==> config.mk <==
export PLATFORM = sky130hd
export DESIGN_NAME = first_fit_block_allocator
export DESIGN_NICKNAME = d
export VERILOG_FILES = /design/src/sv/ffba_pkg.sv /design/src/sv/first_fit_block_allocator.sv
export VERILOG_INCLUDE_DIRS = /design/src /design/src/sv
export SDC_FILE = /design/constraint.sdc
export NUM_CORES = 2
export LEC_CHECK = 0
export BUFFER_PORTS_ARGS = -buffer_cell sky130_fd_sc_hd__buf_2
export CAP_MARGIN = 30
export CORE_MARGIN = 1.5
export CORE_UTILIZATION = 56
export DETAILED_ROUTE_END_ITERATION = 8
export GPL_ROUTABILITY_DRIVEN = 0
export MAX_ROUTING_LAYER = met4
export PLACE_DENSITY = 0.72
export RECOVER_POWER = 100
export SKIP_LAST_GASP = 1
export SLEW_MARGIN = 20
export SYNTH_ARGS = -nofsm -noshare
export SYNTH_HDL_FRONTEND = slang
export SYNTH_SLANG_ARGS = --single-unit
==> constraint.sdc <==
create_clock -name clk -period 18.46 [get_ports clk]
set_clock_uncertainty 0.15 [all_clocks]
set_input_delay 0.923 -clock clk [delete_from_list [all_inputs] [get_ports clk]]
set_output_delay 0.923 -clock clk [all_outputs]
set_load 0.01 [all_outputs]
==> src/sv/assert_macros.svh <==
// Assertion macros used by the allocator RTL.
`ifndef ASSERT_MACROS_SVH
`define ASSERT_MACROS_SVH

// Property checked at every rising clk edge, off while rst is high.
`define ASSERT_CLK(label, prop, msg) \
  label: assert property (@(posedge clk) disable iff (rst) prop) else $error(msg);

// Implication checked at every rising clk edge, off while rst is high.
`define ASSERT_IMPL(label, cond, prop, msg) \
  label: assert property (@(posedge clk) disable iff (rst) (cond) |-> (prop)) else $error(msg);

`endif

==> src/sv/ffba_pkg.sv <==
// Types and constants of the first-fit block allocator.
`timescale 1ns / 1ps
package ffba_pkg;

  localparam int ADDR_BITS   = 24;
  localparam int ALIGN_BYTES = 16;

  localparam logic REQ_ALLOC = 1'b0;
  localparam logic REQ_FREE  = 1'b1;

  typedef enum logic [1:0] {
    ST_OK      = 2'd0,
    ST_OOM     = 2'd1,
    ST_FULL    = 2'd2,
    ST_UNKNOWN = 2'd3
  } status_t;

  typedef struct packed {
    logic                 req_type;
    logic [ADDR_BITS-1:0] req_size;
    logic [ADDR_BITS-1:0] free_address;
  } req_t;

  typedef struct packed {
    logic [ADDR_BITS-1:0] payload_address;
    status_t              status;
  } rsp_t;

  // One block table entry as kept in memory.
  typedef struct packed {
    logic [ADDR_BITS-1:0] start;
    logic [ADDR_BITS-1:0] bytes;
    logic                 is_free;
  } entry_t;

endpackage

==> src/sv/first_fit_block_allocator.sv <==
// Top level of the block allocator with splitting; of the free blocks that fit, it takes the highest start.
`timescale 1ns / 1ps
`include "assert_macros.svh"
// Sequence: start -> S_SCAN over every table entry -> S_DRAIN -> S_FINISH, which
//   registers done; S_SPLIT follows with busy still high when a block is split.
// A new request is taken only in S_IDLE; the table scan reads one entry a cycle
//   from the block table memory, which has one write and one registered read port.
// Reset: rst (synchronous) clears used bits, heap top and control; heap_limit -> 1048576.
// done pulses for one cycle; the receiver cannot stall it.
module first_fit_block_allocator #(
  parameter int TABLE_ENTRIES   = 16,
  parameter int HEADER_BYTES    = 32,
  parameter int MIN_SPLIT_BYTES = 16
) (
  input  logic                           clk,
  input  logic                           rst,
  input  logic                           start,
  output logic                           busy,
  input  ffba_pkg::req_t                 req,
  output logic                           done,
  output ffba_pkg::rsp_t                 result,
  input  logic                           cfg_valid,
  output logic                           cfg_ready,
  input  logic [ffba_pkg::ADDR_BITS-1:0] cfg_data
);
  import ffba_pkg::*;

  localparam int IW = (TABLE_ENTRIES > 1) ? $clog2(TABLE_ENTRIES) : 1;
  localparam logic [ADDR_BITS-1:0] HDR       = ADDR_BITS'(HEADER_BYTES);
  localparam logic [ADDR_BITS-1:0] SPLIT_MIN = ADDR_BITS'(HEADER_BYTES + MIN_SPLIT_BYTES);
  localparam logic [ADDR_BITS:0]   ALIGN_M   = (ADDR_BITS+1)'(ALIGN_BYTES - 1);
  localparam logic [IW:0]          LAST_IDX  = (IW+1)'(TABLE_ENTRIES - 1);

  typedef enum logic [2:0] {S_IDLE, S_SCAN, S_DRAIN, S_FINISH, S_SPLIT} state_t;

  state_t                  state;
  logic [ADDR_BITS-1:0]    heap_limit;
  logic [ADDR_BITS-1:0]    heap_top;
  logic [TABLE_ENTRIES-1:0] used;

  // Current request
  logic                    op_free;
  logic [ADDR_BITS-1:0]    op_size;
  logic [ADDR_BITS-1:0]    op_addr;

  // Scan pipeline
  logic [IW:0]             scan_idx;
  logic                    q_vld;
  logic [IW-1:0]           q_idx;
  entry_t                  q_entry;

  // Scan results
  logic                    best_vld;
  logic [IW-1:0]           best_idx;
  logic [ADDR_BITS-1:0]    best_start;
  logic [ADDR_BITS-1:0]    best_bytes;
  logic                    match_vld;
  logic [IW-1:0]           match_idx;
  entry_t                  match_entry;

  // Pending split write
  logic [IW-1:0]           split_slot;
  entry_t                  split_entry;

  // Block table memory
  entry_t                  mem [TABLE_ENTRIES];
  logic                    rd_en;
  logic                    we;
  logic [IW-1:0]           waddr;
  entry_t                  wdata;

  logic [ADDR_BITS:0]      need_sum;
  logic [ADDR_BITS:0]      need;
  logic                    fit;
  logic                    hit;
  logic [ADDR_BITS-1:0]    rest;
  logic                    split_ok;
  logic [ADDR_BITS+2:0]    grow_end;
  logic                    have_empty;
  logic [IW-1:0]           empty_slot;
  logic                    set_used;
  logic [IW-1:0]           set_idx;

  // Size rounded up to the alignment
  assign need_sum = {1'b0, op_size} + ALIGN_M;
  assign need     = need_sum & ~ALIGN_M;

  // Lowest unused slot
  always_comb begin
    have_empty = 1'b0;
    empty_slot = '0;
    for (int i = TABLE_ENTRIES - 1; i >= 0; i--) begin
      if (!used[i]) begin
        have_empty = 1'b1;
        empty_slot = IW'(i);
      end
    end
  end

  // Per-entry checks on the word read last cycle
  assign fit = q_vld && used[q_idx] && q_entry.is_free && ({1'b0, q_entry.bytes} >= need)
               && (!best_vld || q_entry.start > best_start);
  assign hit = q_vld && used[q_idx] && !match_vld && ((q_entry.start + HDR) == op_addr);

  assign rest     = best_bytes - need[ADDR_BITS-1:0];
  assign split_ok = best_vld && (rest >= SPLIT_MIN) && have_empty;
  assign grow_end = (ADDR_BITS+3)'(heap_top) + (ADDR_BITS+3)'(HEADER_BYTES)
                  + (ADDR_BITS+3)'(need);

  assign rd_en = (state == S_SCAN);

  // Table write port and used-bit update
  always_comb begin
    we       = 1'b0;
    waddr    = '0;
    wdata    = '0;
    set_used = 1'b0;
    set_idx  = '0;
    unique case (state)
      S_FINISH: begin
        if (!op_free) begin
          if (best_vld) begin
            we    = 1'b1;
            waddr = best_idx;
            wdata = '{start: best_start,
                      bytes: split_ok ? need[ADDR_BITS-1:0] : best_bytes,
                      is_free: 1'b0};
          end else if (have_empty && grow_end <= (ADDR_BITS+3)'(heap_limit)) begin
            we       = 1'b1;
            waddr    = empty_slot;
            wdata    = '{start: heap_top, bytes: need[ADDR_BITS-1:0], is_free: 1'b0};
            set_used = 1'b1;
            set_idx  = empty_slot;
          end
        end else if (op_addr != '0 && match_vld) begin
          we    = 1'b1;
          waddr = match_idx;
          wdata = '{start: match_entry.start, bytes: match_entry.bytes, is_free: 1'b1};
        end
      end
      S_SPLIT: begin
        we       = 1'b1;
        waddr    = split_slot;
        wdata    = split_entry;
        set_used = 1'b1;
        set_idx  = split_slot;
      end
      default: ;
    endcase
  end

  // Memory: one write, one registered read
  always_ff @(posedge clk) begin
    if (we) begin
      mem[waddr] <= wdata;
    end
    if (rd_en) begin
      q_entry <= mem[scan_idx[IW-1:0]];
    end
  end

  assign busy      = (state != S_IDLE);
  assign cfg_ready = (state == S_IDLE);

  // Control and registered outputs
  always_ff @(posedge clk) begin
    if (rst) begin
      state      <= S_IDLE;
      heap_limit <= ADDR_BITS'(1048576);
      heap_top   <= '0;
      used       <= '0;
      q_vld      <= 1'b0;
      done       <= 1'b0;
    end else begin
      done  <= 1'b0;
      q_vld <= rd_en;
      q_idx <= scan_idx[IW-1:0];
      if (set_used) begin
        used[set_idx] <= 1'b1;
      end
      if (fit) begin
        best_vld   <= 1'b1;
        best_idx   <= q_idx;
        best_start <= q_entry.start;
        best_bytes <= q_entry.bytes;
      end
      if (hit) begin
        match_vld   <= 1'b1;
        match_idx   <= q_idx;
        match_entry <= q_entry;
      end
      unique case (state)
        S_IDLE: begin
          if (cfg_valid) begin
            heap_limit <= cfg_data;
          end
          if (start) begin
            op_free   <= req.req_type;
            op_size   <= req.req_size;
            op_addr   <= req.free_address;
            scan_idx  <= '0;
            best_vld  <= 1'b0;
            match_vld <= 1'b0;
            state     <= S_SCAN;
          end
        end
        S_SCAN: begin
          scan_idx <= scan_idx + 1'b1;
          if (scan_idx == LAST_IDX) begin
            state <= S_DRAIN;
          end
        end
        S_DRAIN: begin
          state <= S_FINISH;
        end
        S_FINISH: begin
          done                   <= 1'b1;
          result.payload_address <= '0;
          result.status          <= ST_OK;
          state                  <= S_IDLE;
          if (!op_free) begin
            if (best_vld) begin
              result.payload_address <= best_start + HDR;
              if (split_ok) begin
                split_slot  <= empty_slot;
                split_entry <= '{start: best_start + HDR + need[ADDR_BITS-1:0],
                                 bytes: rest - HDR, is_free: 1'b1};
                state       <= S_SPLIT;
              end
            end else if (!have_empty) begin
              result.status <= ST_FULL;
            end else if (grow_end > (ADDR_BITS+3)'(heap_limit)) begin
              result.status <= ST_OOM;
            end else begin
              result.payload_address <= heap_top + HDR;
              heap_top               <= grow_end[ADDR_BITS-1:0];
            end
          end else if (op_addr != '0 && !match_vld) begin
            result.status <= ST_UNKNOWN;
          end
        end
        S_SPLIT: begin
          state <= S_IDLE;
        end
        default: state <= S_IDLE;
      endcase
    end
  end

  // Checks
  `ASSERT_IMPL(a_done_from_finish, done, $past(state) == S_FINISH, "done without finish")
  `ASSERT_IMPL(a_used_sticky, !$past(rst), (used & $past(used)) == $past(used), "used bit lost")
  `ASSERT_IMPL(a_top_with_done, !$past(rst) && heap_top != $past(heap_top), done,
               "heap top moved without a result")
  `ASSERT_IMPL(a_no_write_idle, state == S_IDLE || state == S_SCAN, !we, "write during scan")

endmodule
Yosys cells after proc, flatten, opt, wreduce, memory -nomap -nowiden
Memories as Yosys holds them, arrays and structs flattened. A register that Yosys moved wholly into a read port is not among the register bits.
Cells that the tools add are included.
{"block": "totals", "ff_bits": 311, "ramBits": 784, "inputBits": 77, "output_inout_bits": 29, "elab_cells": 167, "mem_count": 1}
{"memory": "mem", "words": 16, "word_bits": 49, "rd": 1, "rd_clocked_by_memory_dff": 1, "wr": 1, "line": "first_fit_block_allocator.sv:66", "rtl": "entry_t mem [TABLE_ENTRIES];"}
{"block": "op_classes", "n_addsub": 10, "n_lt_le_gt_ge": 8, "n_eq_ne": 8, "n_mux": 83, "bitwise_logic": 5, "reduce_logical": 28}
{"operator": "49-bit two-way mux", "n": 4}
{"operator": "49-bit one-hot mux with 2 select lines", "n": 1}
{"operator": "24-bit two-way mux", "n": 4}
{"operator": "4-bit two-way mux", "n": 22}
{"operator": "24-bit by 6-bit adder with 24-bit output, second input constant", "n": 3}
{"operator": "1-bit two-way mux", "n": 34}
{"operator": "25-bit by 25-bit adder with 26-bit output", "n": 1}
{"operator": "26-bit by 24-bit greater-than comparator with 1-bit output", "n": 1}
{"operator": "26-bit by 24-bit less-or-equal comparator with 1-bit output", "n": 1}
{"operator": "24-bit by 4-bit adder with 25-bit output, second input constant", "n": 1}
{"operator": "24-bit by 6-bit adder with 25-bit output, second input constant", "n": 1}
{"operator": "24-bit by 25-bit >= comparator with 1-bit output", "n": 1}
{"operator": "24-bit adder", "n": 1}
{"operator": "24-bit == test", "n": 1}
{"operator": "24-bit by 6-bit >= comparator with 1-bit output, second input constant", "n": 1}
{"operator": "24-bit greater-than comparator", "n": 1}
{"operator": "24-bit nonzero test", "n": 1}
{"operator": "24-bit subtractor", "n": 1}
{"operator": "24-bit by 6-bit subtractor with 24-bit output, second input constant", "n": 1}
{"operator": "16-bit bitwise OR", "n": 1}
{"operator": "4-bit one-hot mux with 2 select lines", "n": 2}
{"operator": "3-bit two-way mux", "n": 5}
{"operator": "1-bit logical AND", "n": 12}
{"operator": "3-bit one-hot mux with 4 select lines", "n": 1}
{"operator": "other kinds (24)", "n": 40}

Longest topological paths before layout
{"block": "logic_depth", "ltp_word": 26, "ltp_mapped": 29, "ltp_nobuf": 27}

Worst setup path after synthesis
No wires, ideal clock.
{"block": "synth_timing", "path_type": "register -> register", "from": "register op_size[4]", "to": "memory mem[15][0] (netlist bit) (enable)", "setup_ps": 516, "arrival_time_ps": 8891, "t_required_ps": 17794, "slack_ps": 8903, "path_stages_with_launch": 29, "path_buffers": 1, "synth_period_minus_slack_ps": 9557, "path_cell_list": "edfxtp_1 > o41ai_2 > nor3_2 > nand3_1 > nor2_1 > nand3_1 > xnor2_1 > ha_1 > ha_1 > nand2_1 > nor2_1 > or4b_1 > o21ai_0 > nand2_1 > nand2b_1 > a21oi_1 > xnor2_1 > ha_1 > a21o_1 > a21o_1 > a21o_1 > a21oi_1 > o21ai_0 > a311o_1 > a211oi_2 > buf_2 > a21o_1 > o221ai_1 > nor3_1"}
{"block": "synth_via", "elab_chain_cells": 10, "elab_cells_between_ends": 14, "classes_between": "add/sub (2); order compare (1); mux (10); reduce/logical (1)"}
{"element": "start, declared", "line": "first_fit_block_allocator.sv:43", "rtl": "logic [ADDR_BITS-1:0] op_size;"}
{"element": "start signal, assigned", "line": "first_fit_block_allocator.sv:199", "rtl": "op_size <= req.req_size;"}
{"element": "24-bit by 4-bit adder with 25-bit output *", "line": "first_fit_block_allocator.sv:85", "rtl": "assign need_sum = {1'b0, op_size} + ALIGN_M;"}
{"element": "25-bit by 25-bit adder with 26-bit output *", "line": "first_fit_block_allocator.sv:108", "rtl": "+ (ADDR_BITS+3)'(need);"}
{"element": "named net grow_end[18]", "line": "first_fit_block_allocator.sv:78", "rtl": "logic [ADDR_BITS+2:0] grow_end;"}
{"element": "26-bit by 24-bit less-or-equal comparator with 1-bit output *", "line": "first_fit_block_allocator.sv:128", "rtl": "end else if (have_empty && grow_end <= (ADDR_BITS+3)'(heap_limit)) begin"}
{"element": "1-bit logical AND *", "line": "first_fit_block_allocator.sv:128"}
{"element": "1-bit two-way mux", "line": "first_fit_block_allocator.sv:128"}
{"element": "1-bit two-way mux", "line": "first_fit_block_allocator.sv:122", "rtl": "if (best_vld) begin"}
{"element": "1-bit two-way mux", "line": "first_fit_block_allocator.sv:121", "rtl": "if (!op_free) begin"}
{"element": "1-bit one-hot mux with 2 select lines", "line": "first_fit_block_allocator.sv:119", "rtl": "unique case (state)"}
{"element": "1-bit two-way mux", "line": "first_fit_block_allocator.sv:154", "rtl": "if (we) begin"}
{"element": "1-bit two-way mux (not written as such)", "line": "first_fit_block_allocator.sv:155", "rtl": "mem[waddr] <= wdata;"}
{"element": "end, declared", "line": "first_fit_block_allocator.sv:66"}
The timed path passes the listed nets; every way through them passes the cells marked *.

Worst setup path after layout
{"block": "layout_timing", "from": "register op_size[4]", "to": "memory mem[14][23] (netlist bit) (enable)"}
The elaborated chain is that of the path after synthesis.

==> flow_metrics.tcl <==
set metrics [dict create \
    holdBufCountCts 0 \
    netlist_area_sq_um 48900 \
    hold_viol_final 0 \
    slew_viol_final 986 \
    start_kind "flip-flop" \
    end_kind "flip-flop" \
    critPathKind "reg2reg" \
    clkSlewWorstSetupHoldPaths_ns 0.06 \
    required_ns 18.52 \
    max_slew_margin_pct -188 \
    p_comb_share_pct 5.2 \
    fmax_mhz 79.2 \
    syn2layout_area_growth_pct 11.4 \
    clock_latency_ns 0.71 \
    arrival_ns 12.69 \
    setup_viol 0 \
    viasPerCell 6.47 \
    io-pin-count 106 \
    netlist_top_cells_area "edfxtp_1, mux4_2, ha_1" \
    grt_max_degree 122 \
    yosys_most_used_dff "edfxtp_1" \
    post_cts_buffers 0 \
    switchingPower_w 0.00116 \
    cts_max_level 3 \
    cp_slowest_cell "clkbuf_1" \
    drt_iter0_drc 3338 \
    grt_overflow 0 \
    port_buffers 105 \
    nNetsFinal 3273 \
    yosysTopAreaCellShare_pct 66.0 \
    swShare_pct 21.6 \
    synth.most_common_cell "edfxtp_1" \
    pwr-share-seq_pct 53.2 \
    die_x_um 299 \
    clock_path_buffers 3 \
    timing.hold.ws_ns 0.241 \
    rows 108 \
    die_height_um 299 \
    grt_pass1_vias 27739 \
    ys_types 82 \
    core_area_sq_um 86600 \
    syn_area_per_cell_sq_um 17.1 \
    syn_inst 2869 \
    cts_resized 0 \
    leakagePower_nw 17.2 \
    worst_path_largest_cell_delay_ns 2.98 \
    met2_length_um 56500 \
    clock_sinks 1140 \
    antenna_found_initial 1 \
    synth_edf_count 1075 \
    synthesis.nets 3097 \
    worstMarginPinSlew_ns 4.32 \
    start_util_pct 56.5 \
    yosys_warnings 0 \
    wl_met1_um 48600 \
    cts_tree "yes" \
    cap_violations 23 \
    period_share_pct 68.4 \
    antenna_cells 0 \
    grt_use_total_pct 28.2 \
    routedWlPerCell_um 28.2 \
    cts-buffers-inserted 110 \
    cp_num_buf_inv 2 \
    min_period_ns 12.63 \
    hpwl_um 73900 \
    dr.pass1.iters 8 \
    setup_tns_ns 0 \
    grt_pass1_wl_um 180000 \
    powerDensity_nw_per_um2 98.4 \
    worstHoldPathType "in2reg" \
    wl_met3_um 11800 \
    crit_fanout 49 \
    rsz0062_at_grt "no" \
    antenna_left 0 \
    status "complete, but fails checks" \
    synthArstFlopShare_pct 0 \
    synthTopCellsByCount "edfxtp_1, mux4_2, nand2_1" \
    ys_seq_area_share_pct 68.6 \
    cts_root_buf "clkbuf_16" \
    dr_total_vias 27771 \
    peakVddDrop_mv 0.0997 \
    intPower_w 0.00420 \
    synth_area_leader_cell "edfxtp_1" \
    violations "capacitance limit, slew limit" \
    maxUsedRoutingLayer "met4" \
    ys_ff_latch 1140 \
    cp_top_family "compound AO/OA/AOI/OAI gates" \
    clockPowerShare_pct 41.7 \
    dieArea_sq_um 89200 \
    drive_gt1_share_pct 17.0 \
    routed_wl_um 121000 \
    drc_errors 0 \
]
==> placed cells by master (no fill, tap or decap), types with 23 or more instances in the layout <==
cell,Yosys,routed
nand3_1,48,48
edfxtp_1,1075,1075
a221o_1,23,23
a22o_1,24,24
nand2_1,188,188
o21ai_0,71,72
ha_1,148,148
dfxtp_1,65,65
nand4_1,33,34
nor3_1,33,34
a21o_1,40,40
buf_4,5,28
clkbuf_1,78,98
xor2_1,49,49
a222oi_1,23,23
nor2_1,129,116
xnor2_1,103,103
a21oi_1,82,82
mux4_2,250,250
buf_2,3,64
inv_1,112,112
clkbuf_16,0,112
==> power by group through the flow <==
stage | clock network [W] | logic (W) | registers, W
after floorplan | 0 | 0.000197 | 0.00289
after global placement | 0 | 0.000269 | 0.00290
after detailed placement | 0 | 0.000276 | 0.00290
after CTS | 0.00226 | 0.000278 | 0.00285
after global routing | 0.00235 | 0.000300 | 0.00285
final | 0.00223 | 0.000277 | 0.00285
==> layer usage <==
metal / track usage [%] / vias to the layer above
li1: - / 11823
met1: 39.8 / 14251
met2: 42.4 / 1458
met3: 4.43 / 239
met4: 9.84 / 0
met5: - / -
==> kinds of logic (layout without fill, tap and decap cells) <==
group | after synthesis | count (layout) | share of synthesized area (%)
XOR/XNOR | 152 | 152 | 2.72
AND/OR/NAND/NOR | 558 | 558 | 5.53
flip-flops | 1140 | 1140 | 68.6
buffers and inverters | 216 | 483 | 1.73
adder cells (fa/ha/maj) | 151 | 151 | 3.91
multiplexers | 269 | 269 | 11.9
AO/OA/AOI/OAI | 383 | 383 | 5.61
==> stage by stage <==
stage	power (W)	worst slack [ns]	area [sq um]	std cells	util (%)
4_1_cts	0.00539	9.67	54700	4287	63.2
5_1_grt	0.00550	5.06	54500	4291	62.9
3_5_place_dp	0.00318	9.67	51100	4084	59.0
2_1_floorplan	0.00309	8.90	48900	2869	-
3_3_place_gp	0.00317	9.98	51100	4081	59.0
6_report	0.00536	5.83	54500	4291	62.9
==> flip-flops by register name, indices dropped and copies added (netlist names), 26 cells and up <==
| register | count |
|---|---|
| mem | 784 |
| q_entry | 49 |
| match_entry | 48 |
| split_entry | 48 |
| result | 26 |
==> layout make-up <==
type,instances,area [sq um]
Sequential cell,1140,33600
Inverter,112,420
Multi-Input combinational cell,1513,14500
Clock buffer,141,2930
Tap cell,1155,1450
Clock inverter,62,673
Fill cell,5973,32100
Timing Repair Buffer,168,912
==> path summary, 6_finish.rpt <==
kind	from	endpoint	slack, ns	cells past startpoint
max	op_size[4]	mem[14][23]	5.83	29
min reg2reg	best_bytes[1]	split_entry[2]	0.31	0
max reg2reg	op_size[4]	mem[14][23]	5.83	29
min	req[21]	op_addr[21]	0.24	1
No activity file was read; power rests on OpenSTA's default activity.
